[src/hdl/tsu_pkg.sv]
// ----------------------------------------------------------------------------
// tsu_pkg
// Types, constants and encoding functions for the text string to UTF-8
// converter.
// ----------------------------------------------------------------------------
package tsu_pkg;

  typedef enum logic [1:0] {
    PH_FIRST   = 2'd0,
    PH_HELD_FE = 2'd1,
    PH_BODY    = 2'd2
  } tsu_phase_t;

  localparam logic [7:0]  BOM_HI         = 8'hFE;
  localparam logic [7:0]  BOM_LO         = 8'hFF;
  localparam logic [7:0]  CONT_TAG       = 8'h80;
  localparam logic [7:0]  LEAD2_TAG      = 8'hC0;
  localparam logic [7:0]  LEAD3_TAG      = 8'hE0;
  localparam logic [7:0]  CONT_MASK      = 8'h3F;
  localparam logic [15:0] ASCII_LIMIT    = 16'h0080;
  localparam logic [15:0] TWO_BYTE_LIMIT = 16'h0800;

  // one encoded character: up to three bytes, unused bytes zero
  typedef struct packed {
    logic [2:0][7:0] bytes;
    logic [1:0]      n;
  } tsu_enc_t;

  // all bytes caused by one input item; count 0 is an empty end marker
  typedef struct packed {
    logic [3:0][7:0] bytes;
    logic [2:0]      count;
    logic            done;
  } tsu_group_t;

  function automatic tsu_enc_t enc_latin1(logic [7:0] c);
    tsu_enc_t e;
    e = '0;
    if ({8'h00, c} < ASCII_LIMIT) begin
      e.bytes[0] = c;
      e.n        = 2'd1;
    end else begin
      e.bytes[0] = LEAD2_TAG | {6'b0, c[7:6]};
      e.bytes[1] = CONT_TAG | (c & CONT_MASK);
      e.n        = 2'd2;
    end
    return e;
  endfunction

  // surrogates pass through unpaired, one unit at a time
  function automatic tsu_enc_t enc_unit(logic [15:0] u);
    tsu_enc_t e;
    e = '0;
    if (u < ASCII_LIMIT) begin
      e.bytes[0] = u[7:0];
      e.n        = 2'd1;
    end else if (u < TWO_BYTE_LIMIT) begin
      e.bytes[0] = LEAD2_TAG | {3'b0, u[10:6]};
      e.bytes[1] = CONT_TAG | (u[7:0] & CONT_MASK);
      e.n        = 2'd2;
    end else begin
      e.bytes[0] = LEAD3_TAG | {4'b0, u[15:12]};
      e.bytes[1] = CONT_TAG | {2'b0, u[11:6]};
      e.bytes[2] = CONT_TAG | (u[7:0] & CONT_MASK);
      e.n        = 2'd3;
    end
    return e;
  endfunction

endpackage

[src/hdl/tsu_in_if.sv]
// ----------------------------------------------------------------------------
// tsu_in_if
// Input channel: raw string bytes with an end-of-string flag.
// ----------------------------------------------------------------------------
interface tsu_in_if;
  logic       valid;
  logic       ready;
  logic [7:0] in_byte;
  logic       string_end;

  modport source (output valid, output in_byte, output string_end, input ready);
  modport sink   (input valid, input in_byte, input string_end, output ready);
endinterface

[src/hdl/tsu_out_if.sv]
// ----------------------------------------------------------------------------
// tsu_out_if
// Result channel: UTF-8 bytes with end markers.
// ----------------------------------------------------------------------------
interface tsu_out_if;
  logic       valid;
  logic       ready;
  logic [7:0] out_byte;
  logic       byte_valid;
  logic       run_last;
  logic       text_done;

  modport source (output valid, output out_byte, output byte_valid,
                  output run_last, output text_done, input ready);
  modport sink   (input valid, input out_byte, input byte_valid,
                  input run_last, input text_done, output ready);
endinterface

[src/hdl/tsu_front.sv]
// ----------------------------------------------------------------------------
// tsu_front
// Accepts string bytes, tracks BOM detection and unit pairing, and builds
// the group of UTF-8 bytes that each item causes.
// ----------------------------------------------------------------------------
module tsu_front
  import tsu_pkg::*;
(
  input  logic       clk,
  input  logic       rst_n,
  tsu_in_if.sink     in_ch,
  input  logic       q_full,
  output logic       q_push,
  output tsu_group_t q_data
);

  tsu_phase_t phase_r, phase_nxt;
  logic       wide_r, wide_nxt;
  logic [7:0] held_r, held_nxt;
  logic       held_v_r, held_v_nxt;

  logic       accept;
  logic       is_end;
  logic [7:0] b;
  tsu_enc_t   enc_a, enc_h, enc_u;
  tsu_group_t grp;

  assign in_ch.ready = !q_full;
  assign accept      = in_ch.valid && in_ch.ready;
  assign b           = in_ch.in_byte;
  assign is_end      = in_ch.string_end;

  assign enc_a = enc_latin1(b);
  assign enc_h = enc_latin1(held_r);
  assign enc_u = enc_unit({held_r, b});

  // next state
  always_comb begin
    phase_nxt  = phase_r;
    wide_nxt   = wide_r;
    held_nxt   = held_r;
    held_v_nxt = held_v_r;
    if (accept) begin
      unique case (phase_r)
        PH_FIRST: begin
          if (!is_end && b == BOM_HI) begin
            held_nxt   = b;
            held_v_nxt = 1'b1;
            phase_nxt  = PH_HELD_FE;
          end else begin
            wide_nxt  = 1'b0;
            phase_nxt = PH_BODY;
          end
        end
        PH_HELD_FE: begin
          wide_nxt   = (b == BOM_LO);
          held_nxt   = '0;
          held_v_nxt = 1'b0;
          phase_nxt  = PH_BODY;
        end
        default: begin
          if (wide_r) begin
            if (held_v_r) begin
              held_nxt   = '0;
              held_v_nxt = 1'b0;
            end else begin
              held_nxt   = b;
              held_v_nxt = 1'b1;
            end
          end
        end
      endcase
      if (is_end) begin
        phase_nxt  = PH_FIRST;
        wide_nxt   = 1'b0;
        held_nxt   = '0;
        held_v_nxt = 1'b0;
      end
    end
  end

  // group of result bytes for the current item
  always_comb begin
    grp = '0;
    unique case (phase_r)
      PH_FIRST: begin
        if (!(!is_end && b == BOM_HI)) begin
          grp.bytes[2:0] = enc_a.bytes;
          grp.count      = {1'b0, enc_a.n};
        end
      end
      PH_HELD_FE: begin
        // held byte is always FE here, so it encodes to two bytes
        if (b != BOM_LO) begin
          grp.bytes[1:0] = enc_h.bytes[1:0];
          grp.bytes[3:2] = enc_a.bytes[1:0];
          grp.count      = {1'b0, enc_h.n} + {1'b0, enc_a.n};
        end
      end
      default: begin
        if (wide_r) begin
          if (held_v_r) begin
            grp.bytes[2:0] = enc_u.bytes;
            grp.count      = {1'b0, enc_u.n};
          end
        end else begin
          grp.bytes[2:0] = enc_a.bytes;
          grp.count      = {1'b0, enc_a.n};
        end
      end
    endcase
    grp.done = is_end;
  end

  assign q_push = accept && (grp.count != 3'd0 || is_end);
  assign q_data = grp;

  always_ff @(posedge clk) begin
    if (!rst_n) begin
      phase_r  <= PH_FIRST;
      wide_r   <= 1'b0;
      held_r   <= '0;
      held_v_r <= 1'b0;
    end else begin
      phase_r  <= phase_nxt;
      wide_r   <= wide_nxt;
      held_r   <= held_nxt;
      held_v_r <= held_v_nxt;
    end
  end

endmodule

[src/hdl/tsu_queue.sv]
// ----------------------------------------------------------------------------
// tsu_queue
// Short register queue of byte groups between front and back.
// ----------------------------------------------------------------------------
module tsu_queue
  import tsu_pkg::*;
#(
  parameter int DEPTH = 2
) (
  input  logic       clk,
  input  logic       rst_n,
  input  logic       push,
  input  tsu_group_t push_data,
  output logic       full,
  input  logic       pop,
  output logic       head_valid,
  output tsu_group_t head
);

  localparam int PW = (DEPTH > 1) ? $clog2(DEPTH) : 1;
  localparam int CW = $clog2(DEPTH + 1);

  tsu_group_t          mem_r [DEPTH];
  logic [PW-1:0]       wr_r, wr_nxt;
  logic [PW-1:0]       rd_r, rd_nxt;
  logic [CW-1:0]       cnt_r, cnt_nxt;

  assign full       = (cnt_r == CW'(DEPTH));
  assign head_valid = (cnt_r != '0);
  assign head       = mem_r[rd_r];

  always_comb begin
    wr_nxt  = wr_r;
    rd_nxt  = rd_r;
    cnt_nxt = cnt_r;
    if (push) begin
      wr_nxt = (wr_r == PW'(DEPTH - 1)) ? '0 : wr_r + 1'b1;
    end
    if (pop) begin
      rd_nxt = (rd_r == PW'(DEPTH - 1)) ? '0 : rd_r + 1'b1;
    end
    if (push && !pop) begin
      cnt_nxt = cnt_r + 1'b1;
    end else if (pop && !push) begin
      cnt_nxt = cnt_r - 1'b1;
    end
  end

  always_ff @(posedge clk) begin
    if (push) begin
      mem_r[wr_r] <= push_data;
    end
  end

  always_ff @(posedge clk) begin
    if (!rst_n) begin
      wr_r  <= '0;
      rd_r  <= '0;
      cnt_r <= '0;
    end else begin
      wr_r  <= wr_nxt;
      rd_r  <= rd_nxt;
      cnt_r <= cnt_nxt;
    end
  end

  a_no_overflow: assert property (@(posedge clk) disable iff (!rst_n)
    push |-> (cnt_r < CW'(DEPTH) || pop))
    else $error("tsu_queue: push into full queue");

  a_no_underflow: assert property (@(posedge clk) disable iff (!rst_n)
    pop |-> head_valid)
    else $error("tsu_queue: pop from empty queue");

  a_count_track: assert property (@(posedge clk) disable iff (!rst_n)
    (push && !pop) |=> cnt_r == $past(cnt_r) + 1'b1)
    else $error("tsu_queue: fill count lost a push");

endmodule

[src/hdl/tsu_back.sv]
// ----------------------------------------------------------------------------
// tsu_back
// Serializes queued byte groups onto the result channel, one byte a cycle
// while the channel is ready, through an output register.
// ----------------------------------------------------------------------------
module tsu_back
  import tsu_pkg::*;
(
  input  logic       clk,
  input  logic       rst_n,
  input  logic       head_valid,
  input  tsu_group_t head,
  output logic       pop,
  tsu_out_if.source  out_ch
);

  logic [1:0] idx_r, idx_nxt;
  logic       ov_r, ov_nxt;
  logic [7:0] byte_r;
  logic       bv_r, last_r, done_r;

  logic       load;
  logic [1:0] last_idx;
  logic       at_last;

  assign last_idx = (head.count == 3'd0) ? 2'd0 : 2'(head.count - 3'd1);
  assign at_last  = (idx_r == last_idx);
  assign load     = head_valid && (!ov_r || out_ch.ready);
  assign pop      = load && at_last;

  always_comb begin
    idx_nxt = idx_r;
    ov_nxt  = ov_r;
    if (load) begin
      idx_nxt = at_last ? 2'd0 : idx_r + 2'd1;
      ov_nxt  = 1'b1;
    end else if (out_ch.ready) begin
      ov_nxt = 1'b0;
    end
  end

  always_ff @(posedge clk) begin
    if (!rst_n) begin
      idx_r <= '0;
      ov_r  <= 1'b0;
    end else begin
      idx_r <= idx_nxt;
      ov_r  <= ov_nxt;
    end
  end

  always_ff @(posedge clk) begin
    if (load) begin
      byte_r <= (head.count == 3'd0) ? 8'h00 : head.bytes[idx_r];
      bv_r   <= (head.count != 3'd0);
      last_r <= at_last;
      done_r <= at_last && head.done;
    end
  end

  assign out_ch.valid      = ov_r;
  assign out_ch.out_byte   = byte_r;
  assign out_ch.byte_valid = bv_r;
  assign out_ch.run_last   = last_r;
  assign out_ch.text_done  = done_r;

  a_marker_ends: assert property (@(posedge clk) disable iff (!rst_n)
    (ov_r && !bv_r) |-> (last_r && done_r))
    else $error("tsu_back: empty marker not flagged as end");

  a_idx_bound: assert property (@(posedge clk) disable iff (!rst_n)
    head_valid |-> idx_r <= last_idx)
    else $error("tsu_back: byte index past end of group");

endmodule

[src/hdl/text_string_to_utf8.sv]
// ----------------------------------------------------------------------------
// text_string_to_utf8
// Converts a text string (UTF-16BE after an FE FF mark, else Latin-1),
// delivered one byte per item, into UTF-8 bytes.
// ----------------------------------------------------------------------------
//  channel  dir  payload                                     handshake
//  in_ch    in   in_byte[7:0], string_end                    valid/ready
//  out_ch   out  out_byte[7:0], byte_valid, run_last,        valid/ready
//                text_done
//
//  Front takes one item a cycle while the group queue has room.
//  Back emits one byte a cycle while out_ch is ready; each item holds it for
//  the bytes it causes (none for a byte that is only held, one for an end
//  marker, up to 4), so the output register sets the sustained rate.
//  In to out passes through the group queue and the output register.
//  Synchronous active-low reset; no clearing pass. Either side may stall.
// ----------------------------------------------------------------------------
module text_string_to_utf8
  import tsu_pkg::*;
#(
  parameter int QUEUE_DEPTH = 2
) (
  input  logic      clk,
  input  logic      rst_n,
  tsu_in_if.sink    in_ch,
  tsu_out_if.source out_ch
);

  logic       q_full;
  logic       q_push;
  tsu_group_t q_data;
  logic       q_pop;
  logic       q_head_valid;
  tsu_group_t q_head;

  tsu_front u_front (
    .clk    (clk),
    .rst_n  (rst_n),
    .in_ch  (in_ch),
    .q_full (q_full),
    .q_push (q_push),
    .q_data (q_data)
  );

  tsu_queue #(
    .DEPTH (QUEUE_DEPTH)
  ) u_queue (
    .clk        (clk),
    .rst_n      (rst_n),
    .push       (q_push),
    .push_data  (q_data),
    .full       (q_full),
    .pop        (q_pop),
    .head_valid (q_head_valid),
    .head       (q_head)
  );

  tsu_back u_back (
    .clk        (clk),
    .rst_n      (rst_n),
    .head_valid (q_head_valid),
    .head       (q_head),
    .pop        (q_pop),
    .out_ch     (out_ch)
  );

endmodule
[src/flat_wrapper.sv]
// flat-port wrapper written by rule: the top's interface ports become plain ports
module text_string_to_utf8_flat import tsu_pkg::*;
#(
  parameter int QUEUE_DEPTH = 2
)
  (clk, rst_n, in_ch_valid, in_ch_in_byte, in_ch_string_end, in_ch_ready, out_ch_valid, out_ch_out_byte, out_ch_byte_valid, out_ch_run_last, out_ch_text_done, out_ch_ready);
  tsu_in_if in_ch_i ();
  tsu_out_if out_ch_i ();
  input  logic clk;
  input  logic rst_n;
  input wire logic [$bits(in_ch_i.valid)-1:0] in_ch_valid;
  input wire logic [$bits(in_ch_i.in_byte)-1:0] in_ch_in_byte;
  input wire logic [$bits(in_ch_i.string_end)-1:0] in_ch_string_end;
  output wire logic [$bits(in_ch_i.ready)-1:0] in_ch_ready;
  output wire logic [$bits(out_ch_i.valid)-1:0] out_ch_valid;
  output wire logic [$bits(out_ch_i.out_byte)-1:0] out_ch_out_byte;
  output wire logic [$bits(out_ch_i.byte_valid)-1:0] out_ch_byte_valid;
  output wire logic [$bits(out_ch_i.run_last)-1:0] out_ch_run_last;
  output wire logic [$bits(out_ch_i.text_done)-1:0] out_ch_text_done;
  input wire logic [$bits(out_ch_i.ready)-1:0] out_ch_ready;
  assign in_ch_i.valid = in_ch_valid;
  assign in_ch_i.in_byte = in_ch_in_byte;
  assign in_ch_i.string_end = in_ch_string_end;
  assign in_ch_ready = in_ch_i.ready;
  assign out_ch_valid = out_ch_i.valid;
  assign out_ch_out_byte = out_ch_i.out_byte;
  assign out_ch_byte_valid = out_ch_i.byte_valid;
  assign out_ch_run_last = out_ch_i.run_last;
  assign out_ch_text_done = out_ch_i.text_done;
  assign out_ch_i.ready = out_ch_ready;
  text_string_to_utf8 #(.QUEUE_DEPTH(QUEUE_DEPTH)) u_core (.clk(clk), .rst_n(rst_n), .in_ch(in_ch_i), .out_ch(out_ch_i));
endmodule
[config.mk]
export PLATFORM = sky130hd
export DESIGN_NAME = text_string_to_utf8_flat
export DESIGN_NICKNAME = d
export VERILOG_FILES = /design/src/hdl/tsu_pkg.sv /design/src/hdl/tsu_in_if.sv /design/src/hdl/tsu_out_if.sv /design/src/hdl/tsu_front.sv /design/src/hdl/tsu_queue.sv /design/src/hdl/tsu_back.sv /design/src/hdl/text_string_to_utf8.sv /design/src/flat_wrapper.sv
export SDC_FILE = /design/constraint.sdc
export NUM_CORES = 1
export LEC_CHECK = 0
export ABC_CLOCK_PERIOD_IN_PS = 10600
export BUFFER_PORTS_ARGS = -buffer_cell sky130_fd_sc_hd__buf_4
export CORE_UTILIZATION = 68
export CTS_BUF_LIST = sky130_fd_sc_hd__clkbuf_4 sky130_fd_sc_hd__clkbuf_8
export CTS_CLUSTER_DIAMETER = 120
export DETAILED_ROUTE_END_ITERATION = 16
export PLACE_DENSITY = 0.94
export SYNTH_ARGS = -nofsm -noshare
export SYNTH_HDL_FRONTEND = slang
export SYNTH_SLANG_ARGS = --single-unit
[constraint.sdc]
create_clock -name clk -period 10.6 [get_ports clk]
set_clock_uncertainty 0.15 [all_clocks]
set_input_delay 0.53 -clock clk [delete_from_list [all_inputs] [get_ports clk]]
set_output_delay 0.53 -clock clk [all_outputs]
set_load 0.02 [all_outputs]
# After elaboration in Yosys (flattened, before gate mapping)
# Memories as Yosys holds them, arrays and structs flattened. A register that Yosys moved wholly into a read port is not among the register bits.
# Index checks and enable logic that the tools add are counted.
# W data, S select, Z words.
dict set report word_totals {
  regBits 30
  ramBits 72
  output_inout_bits 13
  wordCells 105
  n_memories 1
}
dict set report op_classes {
  add_sub_neg 7
  magnitude_cmp 5
  eq_ne 8
  n_mux 44
  n_reduce_logical 27
}
# name depth word_bits read_ports rd_ports_with_merged_regs wr line_no
set mem_list {}
lappend mem_list {u_core.u_queue.mem_r 2 36 1 1 1 tsu_queue.sv:23} ;# tsu_group_t mem_r [DEPTH];
# operator count
set ops {}
lappend ops {{$mux W8} 9}
lappend ops {{$mux W27} 2}
lappend ops {{$pmux W27 S2} 1}
lappend ops {{$mux W35} 1}
lappend ops {{$mux W16} 2}
lappend ops {{$mux W10} 3}
lappend ops {{$mux W19} 1}
lappend ops {{$bmux W8 S2} 1}
lappend ops {{$eq A8 B8 Y1 const B} 2}
lappend ops {{$lt A16 B12 Y1 const B} 1}
lappend ops {{$lt A16 B8 Y1 const B} 1}
lappend ops {{$lt A8 B8 Y1 const B} 2}
lappend ops {{$pmux W8 S2} 1}
lappend ops {{$mux W1} 14}
lappend ops {{$mux W2} 6}
lappend ops {{$reduce_bool A3 Y1} 3}
lappend ops {{$logic_and A1 B1 Y1} 8}
lappend ops {{$ne A8 B8 Y1 const B} 1}
lappend ops {{$ne A3 B3 Y1 const B} 2}
lappend ops {{$reduce_and A3 Y1} 2}
lappend ops {{$reduce_bool A2 Y1} 3}
lappend ops {{$logic_not A1 Y1} 5}
lappend ops {{$add A2 B1 Y2 const B} 2}
lappend ops {{$pmux W1 S2} 2}
lappend ops {{other kinds (13)} 16}

# Longest topological paths before layout
dict set report logic_depth {
  word_depth 13
  depth_mapped 10
  depth_no_buf 9
}

# By module
# From an unflattened synthesis, not the netlist that was laid out.
dict set report hier_totals {
  cells_unflattened 367
  hier_area_um2 4934.7
}
# mod instances cells_per_inst area_each_um2 seq_area_each_um2
set by_module_without_submodules {}
lappend by_module_without_submodules {tsu_queue 1 134 2827.7 2262.2}
lappend by_module_without_submodules {tsu_front 1 171 1227.4 240.2}
lappend by_module_without_submodules {tsu_back 1 62 879.6 390.4}

# Least setup slack after synthesis
# No wires, ideal clock.
dict set report synth_path {
  path_type {input to register}
  startpoint {input in_ch_in_byte[7]}
  endpoint {memory u_core.u_queue.mem_r[0][0] (netlist bit), enable pin}
  setup_time_ps 429
  arrival_ps 3235
  required_time_ps 10021
  setup_slack_ps 6786
  stages 6
  path_cell_list {or4_1 > buf_2 > o211ai_2 > a21oi_1 > a41oi_4 > nor2b_1}
}
dict set report synth_via {
  elab_chain_cells 11
}
# element line_no
set synth_rtl {}
lappend synth_rtl {{from (decl)} flat_wrapper.sv:12} ;# input wire logic [$bits(in_ch_i.in_byte)-1:0] in_ch_in_byte;
lappend synth_rtl {{$lt A16 B12 Y1} tsu_pkg.sv:57} ;# end else if (u < TWO_BYTE_LIMIT) begin
lappend synth_rtl {{$mux W16} tsu_pkg.sv:57}
lappend synth_rtl {{$mux W10} tsu_pkg.sv:54} ;# if (u < ASCII_LIMIT) begin
lappend synth_rtl {{$mux W27} tsu_front.sv:102} ;# if (held_v_r) begin
lappend synth_rtl {{$mux W27} tsu_front.sv:101} ;# if (wide_r) begin
lappend synth_rtl {{$pmux W27 S2 (*)} tsu_front.sv:85} ;# unique case (phase_r)
lappend synth_rtl {{$reduce_bool A3 Y1 (*)} tsu_front.sv:115} ;# assign q_push = accept && (grp.count != 3'd0 || is_end);
lappend synth_rtl {{$logic_or A1 B1 Y1 (*)} tsu_front.sv:115}
lappend synth_rtl {{$logic_and A1 B1 Y1 (*)} tsu_front.sv:115}
lappend synth_rtl {{net u_core.q_push} text_string_to_utf8.sv:30} ;# logic q_push;
lappend synth_rtl {{$mux W1 (*)} tsu_queue.sv:50} ;# if (push) begin
lappend synth_rtl {{$mux W1 (not written as such) (*)} tsu_queue.sv:51} ;# mem_r[wr_r] <= push_data;
lappend synth_rtl {{to (decl)} tsu_queue.sv:23}
# The timed path passes the listed nets; every way through them passes the cells marked *.

==> metrics <==
Final Hold Fails=0; P per Cell Area=221.7 nW/um^2; RSZ-0062 raised after global routing=no; die span in y=85.17 microns; Sink Count=99; Leak=0.001837 uW; TritonRoute pass-1 iters=5; Die ar.=7253 sq um; fin crit share=31.36%; Max-Cap Viols=0; setup_tns=0 ps; routability cong.=0.9712; top_reg_cell synth=edfxtp_1; Syn Area/Cell=12.71 sq um; min cycle time layout=3324 ps; flop-to-flop setup slack=7280 ps; synth top area cells=edfxtp_1 (50%), dfxtp_1 (8.5%), mux4_2 (7.2%); port buffer count=25; ys async rst share=0%; measured slew at the worst slew-check pin=983.4 ps; Syn Nets=386; Congestion Overflow GR=0; post-synth top area cell=edfxtp_1; CTS clk-pin slew, worst paths=100 ps; most common cell in the netlist=edfxtp_1; adder-cell share of the synthesized area=0.7981%; Synth Register Bits=99; Post-synth top cells=edfxtp_1 (79), nand2_1 (36), nor2_1 (31), dfxtp_1 (20), o21ai_0 (20); Die W=85.17 microns; Post-CTS Setup Inserts=0; Synth Area in Compound Gates=14.76%; simple logic cell fraction of the synthesized area=11.73%; Synth warnings=0; Max-slew headroom=34.30%; synthesized area=4703 sq um; count of final setup violators=0; CP Launch Type=flop; CTS buffer count=9; DR iter-0 viols=425; vias in the first global route=3253; Core Region=6495 sq um; CTS tree=done; Area Overhead vs Synth=9.816%; DR vias=3338; cells after synthesis=370; Clock Path Buffers=2; Detail Route Antenna Nets=0; hold buffer count at cts=0; Peak Freq=0.3008 GHz; sequential element share of the synthesized area=58.95%; share of layout cells above drive strength 1=18.64%; Yosys cell types=62; Initial Util=72.41%; Final Max Slew Viols=0; H-tree levels=3; clock root cell=clkbuf_8; Worst-Skew Late Latency=350 ps; Inserted Diodes=0; Rows=29; DP HPWL=7079 microns; CP endpoint kind=flop; # resized after CTS=0; antenna violations before repair=0; IO Pins=26; crit path DAT=3450 ps; Post-Synth XOR/XNOR Area=0.3724%; largest family of logic cells by synthesized area=compound AO/OA/AOI/OAI gates; via/cell ratio=7.042; crit path max fanout=21; Total Power=1145 uW; Synth top area share=50.44%; mux cell area share after synthesis=10.83%; status=finished clean; number of synthesized flops with an enable pin=79; worst setup path class=flop to flop; total wire length=10540 microns; Nets=408; first-pass GRT wire length=16770 microns; WP data required=10720 ps; Hold Path Class=input port to flop; DR DRC count=0; largest net degree at the start of global routing=35; peak supply drop=97.21 uV; total global routing track utilization=31.20%; wire length per cell=22.24 microns
## metal layers
| layer | part of all wire (%) | track usage, % | up-vias |
|---|---|---|---|
| met1 | 38 | 40.31 | 1587 |
| met5 | 0 | 0 | - |
| li1 | - | - | 1464 |
| met3 | 9.2 | 6.518 | 43 |
| met4 | 3.1 | 12.02 | 0 |
| met2 | 49 | 52.35 | 244 |
## sequential cells by signal (all words and copies together), names as in the netlist, named ones only
register and cells:
u_core.u_back.out_ch.text_done 1, u_core.u_queue.mem_r 68, u_core.u_back.out_ch.valid 1, u_core.u_front.wide_r 1, u_core.u_front.held_r 8, u_core.u_back.out_ch.run_last 1
u_core.u_queue.cnt_r 2, u_core.u_queue.wr_r 1, u_core.u_back.idx_r 2, u_core.u_front.held_v_r 1, u_core.u_back.out_ch.byte_valid 1, u_core.u_queue.rd_r 1
u_core.u_back.out_ch.out_byte 8, u_core.u_front.phase_r 2
## report_power, final
group	internal, uW	switching, uW
Sequential	508	38.3
Combinational	145	186
Clock	143	124
Total	796	349
## layout make-up
type | instances | area, sq um
clock inverters | 5 | 82.58
repair buffers | 28 | 210.2
clock buffers | 11 | 145.1
multi-input cells | 242 | 1813
inverters | 12 | 45.04
well taps | 77 | 96.34
fillers | 370 | 1330
flip-flops and latches | 99 | 2773
## kinds of logic after synthesis
| family | count (synthesis) |
|---|---|
| AND/OR/NAND/NOR | 112 |
| flip-flops | 99 |
| AO/OA/AOI/OAI | 93 |
| multiplexers | 32 |
| buffers and inverters | 29 |
| adder cells (fa/ha/maj) | 3 |
| XOR/XNOR | 2 |
## cells in the final DEF, fill, tap and decap left out, types with 3 or more instances in the layout
master	netlist	layout
nor2b_1	9	8
o21ai_0	20	20
nand2b_1	3	3
or4_1	3	3
a32oi_1	4	4
o21a_1	4	4
a21boi_1	8	8
o22ai_1	6	6
and3_1	7	7
edfxtp_1	79	79
mux4_2	15	15
a21o_1	3	3
a221oi_1	3	3
ha_1	3	3
nand2_1	36	36
inv_1	11	11
a21boi_0	5	5
a21oi_1	11	11
buf_4	2	28
o21ai_1	4	4
and2_1	3	3
dfxtp_1	20	20
nor2_1	31	31
nand3_1	3	3
mux2i_1	16	16
o221ai_1	4	4
clkbuf_8	0	10
nor3_1	4	4
## worst paths after layout
check / from / end / cells after the start
max: flop / u_core.u_queue.cnt_r[1] / 9
min: in_ch_string_end / u_core.u_queue.mem_r[1][0] / 1
max reg2reg: flop / u_core.u_queue.cnt_r[1] / 9
min reg2reg: u_core.u_queue.wr_r / u_core.u_queue.wr_r / 2
## critical path, cell delays in order, from the launching register on
cell	delay (ps)
dfxtp_1	330
buf_4	340
mux2i_1	420
and3_1	220
o21ai_0	210
a211oi_1	570
inv_1	120
ha_1	360
or3_1	370
a21boi_0	160
## stage by stage
step / instance area (sq um) / std cells / utilization (%) / setup slack, ps / hold slack, ps
4_1_cts: 5165 / 474 / 79.52 / 7317 / 297.5
5_1_grt: 5165 / 474 / 79.52 / 7023 / 289.2
2_1_floorplan: 4703 / 370 / - / 6786 / 301.4
3_5_place_dp: 4937 / 458 / 76.02 / 7405 / 338.1
6_report: 5165 / 474 / 79.52 / 7276 / 314.9
3_3_place_gp: 4937 / 458 / 76.02 / 7523 / 311.7
(Power assumes the default switching activity.)
